--- src/rtl/core/wrda_pkg.sv ---
// ----------------------------------------------------------------------------
// wrda_pkg
// Widths and constants for the wheel revolution distance accumulator.
// ----------------------------------------------------------------------------
package wrda_pkg;

   localparam int unsigned COUNT_W = 16;
   localparam int unsigned TOTAL_W = 32;
   localparam int unsigned CIRC_W  = 12;
   localparam int unsigned DIST_W  = TOTAL_W + CIRC_W;
   localparam int unsigned JUMP_W  = COUNT_W + CIRC_W;

   typedef logic [COUNT_W-1:0] count_type;
   typedef logic [TOTAL_W-1:0] total_type;
   typedef logic [CIRC_W-1:0]  circ_type;
   typedef logic [DIST_W-1:0]  dist_type;

   localparam count_type          GUARD_LIMIT   = 16'd65450;
   localparam count_type          ROLL_SPAN     = 16'd65535;
   localparam logic [JUMP_W-1:0]  JUMP_LIMIT_MM = 28'd750;
   localparam circ_type           CIRC_RESET    = 12'd2096;
   localparam total_type          TOTAL_MAX     = 32'hFFFF_FFFF;

endpackage

--- src/rtl/core/wheel_rev_distance_accumulator.sv ---
// ----------------------------------------------------------------------------
// wheel_rev_distance_accumulator
// Accumulates wheel revolutions from a 16-bit rolling sensor count and
// reports the saturating total and the distance travelled in millimetres.
// ----------------------------------------------------------------------------
// Pipeline: input register, total update, then the distance multiply into the
// result register.
// Throughput: one sample per cycle; each stage moves on as soon as the stage
// after it has room, so a stalled result blocks the input only once all full.
// Reset (synchronous): pipeline empty, total and last count zero,
// circumference 2096 mm.
module wheel_rev_distance_accumulator
   import wrda_pkg::*;
(
   input  logic                clock,
   input  logic                reset,
   // sample channel
   input  logic                req_valid,
   output logic                req_stall,
   input  logic [COUNT_W-1:0]  req_rev_count,
   // result channel
   output logic                rsp_valid,
   input  logic                rsp_stall,
   output logic [TOTAL_W-1:0]  rsp_total_revs,
   output logic [DIST_W-1:0]   rsp_distance_mm,
   // circumference register
   input  logic                csr_valid,
   output logic                csr_ready,
   input  logic [CIRC_W-1:0]   csr_tire_circumference_mm
);

   circ_type  circ_ff;

   logic      s1_valid_ff;
   count_type s1_count_ff;

   logic      s2_valid_ff;
   count_type last_count_ff,    last_count_in;
   total_type running_total_ff, running_total_in;
   logic      saw_zero_ff,      saw_zero_in;

   logic      rsp_valid_ff;
   total_type rsp_total_ff;
   dist_type  rsp_dist_ff;

   logic en1, en2, en3;

   logic [TOTAL_W:0]  add_amount;
   logic [TOTAL_W:0]  sum;
   logic [JUMP_W-1:0] jump_mm;
   count_type         jump;

   assign en3 = !rsp_valid_ff || !rsp_stall;
   assign en2 = !s2_valid_ff || en3;
   assign en1 = !s1_valid_ff || en2;

   assign req_stall = !en1;
   assign csr_ready = 1'b1;

   // circumference register
   always_ff @(posedge clock) begin
      if (reset) begin
         circ_ff <= CIRC_RESET;
      end else if (csr_valid) begin
         circ_ff <= csr_tire_circumference_mm;
      end
   end

   // input register
   always_ff @(posedge clock) begin
      if (reset) begin
         s1_valid_ff <= 1'b0;
      end else if (en1) begin
         s1_valid_ff <= req_valid;
      end
   end

   always_ff @(posedge clock) begin
      if (en1 && req_valid) begin
         s1_count_ff <= req_rev_count;
      end
   end

   // total update
   assign jump    = last_count_ff - s1_count_ff;
   assign jump_mm = JUMP_W'(jump) * JUMP_W'(circ_ff);

   always_comb begin
      add_amount = '0;
      if (s1_count_ff > last_count_ff) begin
         add_amount = (TOTAL_W+1)'(s1_count_ff - last_count_ff);
      end else if (s1_count_ff < last_count_ff) begin
         if (saw_zero_ff && (last_count_ff < GUARD_LIMIT)) begin
            // implausible jump after a missing reading doubles the total
            if (jump_mm > JUMP_LIMIT_MM) begin
               add_amount = {1'b0, running_total_ff};
            end else begin
               add_amount = (TOTAL_W+1)'(s1_count_ff);
            end
         end else begin
            add_amount = (TOTAL_W+1)'(s1_count_ff) + (TOTAL_W+1)'(ROLL_SPAN - last_count_ff);
         end
      end
   end

   assign sum = {1'b0, running_total_ff} + add_amount;

   always_comb begin
      last_count_in    = last_count_ff;
      running_total_in = running_total_ff;
      saw_zero_in      = saw_zero_ff;
      if (s1_count_ff == '0) begin
         saw_zero_in = 1'b1;
      end else begin
         if (last_count_ff != '0) begin
            running_total_in = sum[TOTAL_W] ? TOTAL_MAX : sum[TOTAL_W-1:0];
         end
         last_count_in = s1_count_ff;
         saw_zero_in   = 1'b0;
      end
   end

   always_ff @(posedge clock) begin
      if (reset) begin
         s2_valid_ff      <= 1'b0;
         last_count_ff    <= '0;
         running_total_ff <= '0;
         saw_zero_ff      <= 1'b0;
      end else if (en2) begin
         s2_valid_ff <= s1_valid_ff;
         if (s1_valid_ff) begin
            last_count_ff    <= last_count_in;
            running_total_ff <= running_total_in;
            saw_zero_ff      <= saw_zero_in;
         end
      end
   end

   // result register
   always_ff @(posedge clock) begin
      if (reset) begin
         rsp_valid_ff <= 1'b0;
      end else if (en3) begin
         rsp_valid_ff <= s2_valid_ff;
      end
   end

   always_ff @(posedge clock) begin
      if (en3 && s2_valid_ff) begin
         rsp_total_ff <= running_total_ff;
         rsp_dist_ff  <= DIST_W'(running_total_ff) * DIST_W'(circ_ff);
      end
   end

   assign rsp_valid       = rsp_valid_ff;
   assign rsp_total_revs  = rsp_total_ff;
   assign rsp_distance_mm = rsp_dist_ff;

   // checks
   a_total_monotonic: assert property (@(posedge clock) disable iff (reset)
      !$past(reset) |-> running_total_ff >= $past(running_total_ff))
      else $error("running total decreased");

   a_last_count_sticky: assert property (@(posedge clock) disable iff (reset)
      last_count_ff != '0 |=> last_count_ff != '0)
      else $error("last count returned to zero");

   a_zero_keeps_count: assert property (@(posedge clock) disable iff (reset)
      s1_valid_ff && en2 && s1_count_ff == '0 |=>
         $stable(last_count_ff) && $stable(running_total_ff) && saw_zero_ff)
      else $error("zero sample changed the count or total");

   a_accept_loads: assert property (@(posedge clock) disable iff (reset)
      req_valid && !req_stall |=> s1_valid_ff)
      else $error("accepted sample not held in input register");

endmodule

--- config.mk ---
export PLATFORM = sky130hd
export DESIGN_NAME = wheel_rev_distance_accumulator
export DESIGN_NICKNAME = d
export VERILOG_FILES = /design/src/rtl/core/wrda_pkg.sv /design/src/rtl/core/wheel_rev_distance_accumulator.sv
export SDC_FILE = /design/constraint.sdc
export NUM_CORES = 2
export LEC_CHECK = 0
export BUFFER_PORTS_ARGS = -buffer_cell sky130_fd_sc_hd__buf_2
export CAP_MARGIN = 15
export CELL_PAD_IN_SITES_DETAIL_PLACEMENT = 0
export CELL_PAD_IN_SITES_GLOBAL_PLACEMENT = 1
export CORE_MARGIN = 8
export CORE_UTILIZATION = 24
export DETAILED_ROUTE_END_ITERATION = 7
export PLACE_DENSITY = 0.49
export SLEW_MARGIN = 5
export SYNTH_ARGS = -nofsm -noshare
export SYNTH_HDL_FRONTEND = slang
export SYNTH_SLANG_ARGS = --single-unit
--- constraint.sdc ---
create_clock -name clock -period 14.7 [get_ports clock]
set_input_delay 1.47 -clock clock [delete_from_list [all_inputs] [get_ports clock]]
set_output_delay 1.47 -clock clock [all_outputs]
set_load 0.02 [all_outputs]
# After elaboration in Yosys (flattened, before gate mapping)
# Cells that the tools add are included.
[totals] reg_bits=156 out_inout_bits=79 wordCells=44
[op_classes] n_addsub=5 multipliers=2 order_cmp=4 muxes=6 bitwise=1 reduce_logical=16
[ops] cell="33-bit 2-to-1 mux" n=3
[ops] cell="32-bit 2-to-1 mux" n=2
[ops] cell="32-bit by 12-bit multiplier with 44-bit output" n=1
[ops] cell="32-bit by 33-bit adder with 33-bit output" n=1
[ops] cell="28-bit by 10-bit greater-than comparator with 1-bit output (second input constant)" n=1
[ops] cell="16-bit by 12-bit multiplier with 28-bit output" n=1
[ops] cell="17-bit by 17-bit adder with 18-bit output" n=1
[ops] cell="16-bit by 16-bit subtractor with 17-bit output" n=1
[ops] cell="16-bit by 16-bit subtractor with 17-bit output (first input constant)" n=1
[ops] cell="16-bit greater-than comparator" n=1
[ops] cell="16-bit zero test" n=1
[ops] cell="16-bit < comparator" n=1
[ops] cell="16-bit < comparator (second input constant)" n=1
[ops] cell="16-bit nonzero test" n=1
[ops] cell="16-bit subtractor" n=1
[ops] cell="1-bit zero test" n=5
[ops] cell="4-bit AND reduction" n=1
[ops] cell="1-bit logical AND" n=3
[ops] cell="1-bit logical OR" n=3
[ops] cell="3-bit AND reduction" n=1
[ops] cell="2-bit AND reduction" n=1
[ops] cell="1-bit 2-to-1 mux" n=1
[ops] cell="1-bit inverter" n=1

# Longest topological paths before layout
[logic_depth] word_depth=9 depth_mapped=50 ltp_nobuf=47

# Least setup slack after synthesis
# No wires, ideal clock.
[synth_timing] kind="register -> register" from="register s1_count_ff[0]" to="register running_total_ff[19]" setup_ps=134 t_arrival_ps=10734 required_ps=14566 setup_slack_ps=3832 path_stages_with_launch=47 cell_sequence="edfxtp_1 ha_1 inv_1 fa_1 a21o_1 a21oi_1 o21ai_0 a21oi_1 o21ai_0 a21oi_1 o21bai_1 o311ai_0 clkbuf_1 nand2_1 fa_1 inv_1 fa_1 fa_1 [... 11 more ...] and4bb_1 buf_4 and2_4 buf_6 mux2i_1 o21ai_0 ha_1 o211ai_1 a21oi_1 o311a_1 a22o_1 a31o_2 o211ai_1 a31oi_1 a41oi_1 mux2i_1 buf_2 a311oi_1"
[synth_via] elab_chain_len=9 elab_cells_between_ends=16 classes_between="add/sub: 4; mul: 1; order compare: 3; mux: 5; bitwise: 1; reduce/logical: 2"
[synth_lines] item="from (decl)" line="wheel_rev_distance_accumulator.sv:35" source="count_type s1_count_ff;"
[synth_lines] item="from (signal assigned)" line="wheel_rev_distance_accumulator.sv:80" source="s1_count_ff <= req_rev_count;"
[synth_lines] item="16-bit subtractor" line="wheel_rev_distance_accumulator.sv:85" source="assign jump = last_count_ff - s1_count_ff;"
[synth_lines] item="16-bit by 12-bit multiplier with 28-bit output" line="wheel_rev_distance_accumulator.sv:86" source="assign jump_mm = JUMP_W'(jump) * JUMP_W'(circ_ff);"
[synth_lines] item="28-bit by 10-bit greater-than comparator with 1-bit output" line="wheel_rev_distance_accumulator.sv:95" source="if (jump_mm > JUMP_LIMIT_MM) begin"
[synth_lines] item="32-bit 2-to-1 mux" line="wheel_rev_distance_accumulator.sv:95"
[synth_lines] item="33-bit 2-to-1 mux" line="wheel_rev_distance_accumulator.sv:93" source="if (saw_zero_ff && (last_count_ff < GUARD_LIMIT)) begin"
[synth_lines] item="33-bit 2-to-1 mux" line="wheel_rev_distance_accumulator.sv:92" source="end else if (s1_count_ff < last_count_ff) begin"
[synth_lines] item="33-bit 2-to-1 mux" line="wheel_rev_distance_accumulator.sv:90" source="if (s1_count_ff > last_count_ff) begin"
[synth_lines] item="32-bit by 33-bit adder with 33-bit output" line="wheel_rev_distance_accumulator.sv:106" source="assign sum = {1'b0, running_total_ff} + add_amount;"
[synth_lines] item="32-bit 2-to-1 mux" line="wheel_rev_distance_accumulator.sv:116" source="running_total_in = sum[TOTAL_W] ? TOTAL_MAX : sum[TOTAL_W-1:0];"
[synth_lines] item="to (signal assigned)" line="wheel_rev_distance_accumulator.sv:133" source="running_total_ff <= running_total_in;"
[synth_lines] item="to (decl)" line="wheel_rev_distance_accumulator.sv:39" source="total_type running_total_ff, running_total_in;"
# Parallel ways exist; a longest one is shown, timed or not.
# A chain may end at the register's enable or synchronous reset.

# Worst setup path in the final report
# Same ends and word-level chain as after synthesis.

==> out/results.md <==
| Quantity | Value | Unit |
|---|---|---|
| # placed instances | 4562 | - |
| Number of warnings printed during yosys synthesis | 0 | - |
| Number of global-route vias before repair | 22000 | - |
| Y dimension of the die | 352 | um |
| Critical Path RT | 15.04 | ns |
| Worst EP arrival | 13.25 | ns |
| Post-synthesis register bit count | 156 | - |
| Final Routed Wirelength | 82100 | um |
| Horizontal extent of the die | 352 | um |
| Most instantiated cells after synthesis | inv_1 (515), nand2_1 (477), fa_1 (443) | - |
| Post-route DRC | 0 | - |
| Violation count after the first detailed-route iteration | 1122 | - |
| Final cell count without fillers | 4597 | - |
| Critical-path maximum fanout | 27 | - |
| Achievable frequency | 0.0774 | GHz |
| Measured slew at the worst slew-check pin | 1.15 | ns |
| Max-slew violation count | 0 | - |
| Placeable core area | 0.112 | mm^2 |
| Port Buf Inserts | 110 | - |
| Final Skew | 0.0220 | ns |
| Number of buffers created by CTS | 17 | - |
| Max-Slew Margin vs Limit | 0.233 | - |
| Count of hold-fix buffers inserted at cts | 0 | - |
| Crit-path max cell delay | 0.72 | ns |
| HPWL after DPL | 63100 | um |
| Final routed wire length divided by cell count | 17.9 | um |
| Number of distinct library cells after synthesis | 76 | - |
| Unrepaired setup endpoints after global routing | no | - |
| Critical path type | reg -> reg | - |
| Cell with the most instances after synthesis | inv_1 | - |
| Final setup violating endpoints | 0 | - |
| Post-Synthesis Cells | 3066 | - |
| Area Growth Syn to Fin | 10.5 | % |
| Total via count in the routed design | 20900 | - |
| Ports | 112 | - |
| Final ANT Viol Nets | 0 | - |
| Share of the clock period used by the worst path after layout | 0.879 | - |
| Main flop type after synthesis | edfxtp_1 | - |
| Pwr Density | 145 | mW/mm^2 |
| Max H-tree Level | 4 | - |
| Launching element type of the critical path | flop | - |
| Root buf cell | clkbuf_16 | - |
| Share of post-route cells with drive strength above 1 | 0.0707 | - |
| Initial cell density of the core | 0.241 | - |
| Mapped Area | 0.0271 | mm^2 |
| Sequential cell area fraction in the yosys report | 0.149 | - |
| Max-cap violation count | 0 | - |
| Finished Cell Area | 0.0299 | mm^2 |
| Largest buffer count on any clock path | 2 | - |
| Worst IR Drop VDD | 211 | uV |
| Share of the synthesized area in the top cell type | 0.328 | - |
| Post-cts resize count | 0 | - |
| Outcome | completed | - |
| Number of setup buffers added after CTS | 0 | - |
| Syn avg cell area | 8.82 | um^2 |
| Area after detailed placement | 0.0292 | mm^2 |
| TritonCTS clock tree | built | - |
| Antenna violations before repair | 3 | - |
| Std cell rows | 123 | - |
| Critical-path cell with the highest stage delay | xor2_1 | - |
| 1st-pass router iterations | 5 | - |
| Total global-route track usage | 0.135 | - |
| Top cells by area in the synthesized netlist | fa_1 (33%), edfxtp_1 (10%), ha_1 (9.8%) | - |
| Final-layout setup total negative slack | 0 | ns |
| Kind of capture point of the worst setup path | flop | - |
| Standby leakage power | 13.4 | nW |
| R2r setup slk | 1.78 | ns |
| Clock-pin transition on the worst setup and hold timing paths | 0.08 | ns |
| Worst skew pair latency | 0.51 | ns |
| Hold Path Class | reg -> reg | - |
| Total die area | 0.124 | mm^2 |
| Maximum number of pins on one net before global-route repair | 65 | - |
| CP most frequent cell | fa_1 | - |
| Clk sinks | 156 | - |
| Final hold vios | 0 | - |
| Placer's final routability congestion estimate | 0.791 | - |
| Wire length of the first global-routing pass | 131000 | um |
| Number of flops mapped to enable cells by yosys | 92 | - |
| Final global-route overflow total | 0 | - |
| Post-synthesis cell type with the largest combined area | fa_1 | - |
| Final min period | 12.92 | ns |
| Drt via density | 4.54 | - |
| Total nets after synthesis | 3753 | - |
| Final net count | 3770 | - |
| Fraction of registers with async set/reset | 0 | - |
[worst paths after layout]
check / startpoint / to / cells past startpoint
max: s1_count_ff[0] / running_total_ff[19] / 44
max reg2reg: s1_count_ff[0] / running_total_ff[19] / 44
min: last_count_ff[0] / last_count_ff[0] / 2
min reg2reg: last_count_ff[0] / last_count_ff[0] / 2
[state kept, by name, indices dropped and copies added (netlist names)]
signal	flops
saw_zero_ff	1
rsp_valid	1
circ_ff	12
running_total_ff	32
s2_valid_ff	1
rsp_distance_mm	44
rsp_total_revs	32
last_count_ff	16
s1_valid_ff	1
s1_count_ff	16
[kinds of logic after synthesis]
logic type | after synthesis | share of synthesized area
AOI/OAI and AO/OA | 503 | 0.122
xor gates and xnor gates | 102 | 0.0336
adders and majority gates | 654 | 0.425
buffers and inverters | 675 | 0.0947
DFF | 156 | 0.149
muxes | 25 | 0.00930
other | 1 | 0.000139
and+or+nand+nor | 950 | 0.165
[worst max-delay path: cells and delay by family, from the launching register on]
family	cells	cell delay [ns]
adders and majority gates	10	4.04
muxes	1	0.46
xor gates and xnor gates	1	0.72
DFF	1	0.44
buffers and inverters	6	0.54
AOI/OAI and AO/OA	20	4.39
and+or+nand+nor	6	2.10
[layout make-up]
type                       count  area [um^2]
clock buffer                  19          443
clock inverter                13          178
antenna                        1         2.50
inverter                     516         1940
multi-input combinational   2235        20500
tap                         1500         1880
sequential                   156         4060
fill                       12200        82300
timing repair buffer         157          923
[through the flow]
stage | hold WS, ns | worst slack, ns | power (mW) | utilization
2_1_floorplan | 0.462 | 3.83 | 3.03 | -
3_3_place_gp | 0.487 | 1.63 | 3.90 | 0.261
3_5_place_dp | 0.494 | 1.39 | 3.87 | 0.261
4_1_cts | 0.505 | 1.30 | 4.42 | 0.266
5_1_grt | 0.534 | 0.680 | 4.85 | 0.267
6_report | 0.500 | 1.78 | 4.34 | 0.267
[where the power goes]
part           internal, mW  switching, mW  leakage [nW]  total [mW]
Combinational          1.26           1.98          11.7        3.24
Sequential            0.524         0.0578          1.39       0.582
Clock                 0.276          0.236         0.299       0.512
Total                  2.06           2.27          13.4        4.34
[cell usage in the layout, fill, tap and decap left out, drive strengths merged, types with 10 or more instances in the layout]
| master | count |
|---|---|
| xnor2 | 69 |
| a22oi | 10 |
| ha | 211 |
| inv | 522 |
| buf | 156 |
| o21ai | 91 |
| nor2b | 23 |
| o21a | 15 |
| edfxtp | 92 |
| a21o | 74 |
| nand2 | 479 |
| mux2i | 24 |
| nand4 | 12 |
| a21boi | 10 |
| o21bai | 20 |
| nand2b | 22 |
| nand3 | 41 |
| and3 | 16 |
| clkbuf | 20 |
| or3 | 10 |
| xor2 | 32 |
| dfxtp | 64 |
| a211oi | 43 |
| nor4 | 14 |
| nor2 | 104 |
| and2 | 191 |
| fa | 443 |
| a21oi | 135 |
| o211ai | 16 |
| nor3 | 23 |
[per-layer routing]
metal,share of wire,track usage,up-vias
met3,0.039,0.0181,46
met1,0.51,0.200,10700
li1,-,-,9798
met5,0.00015,0,-
met2,0.44,0.212,339
met4,0.0099,0.0233,2
No activity file was read; power rests on OpenSTA's default activity.
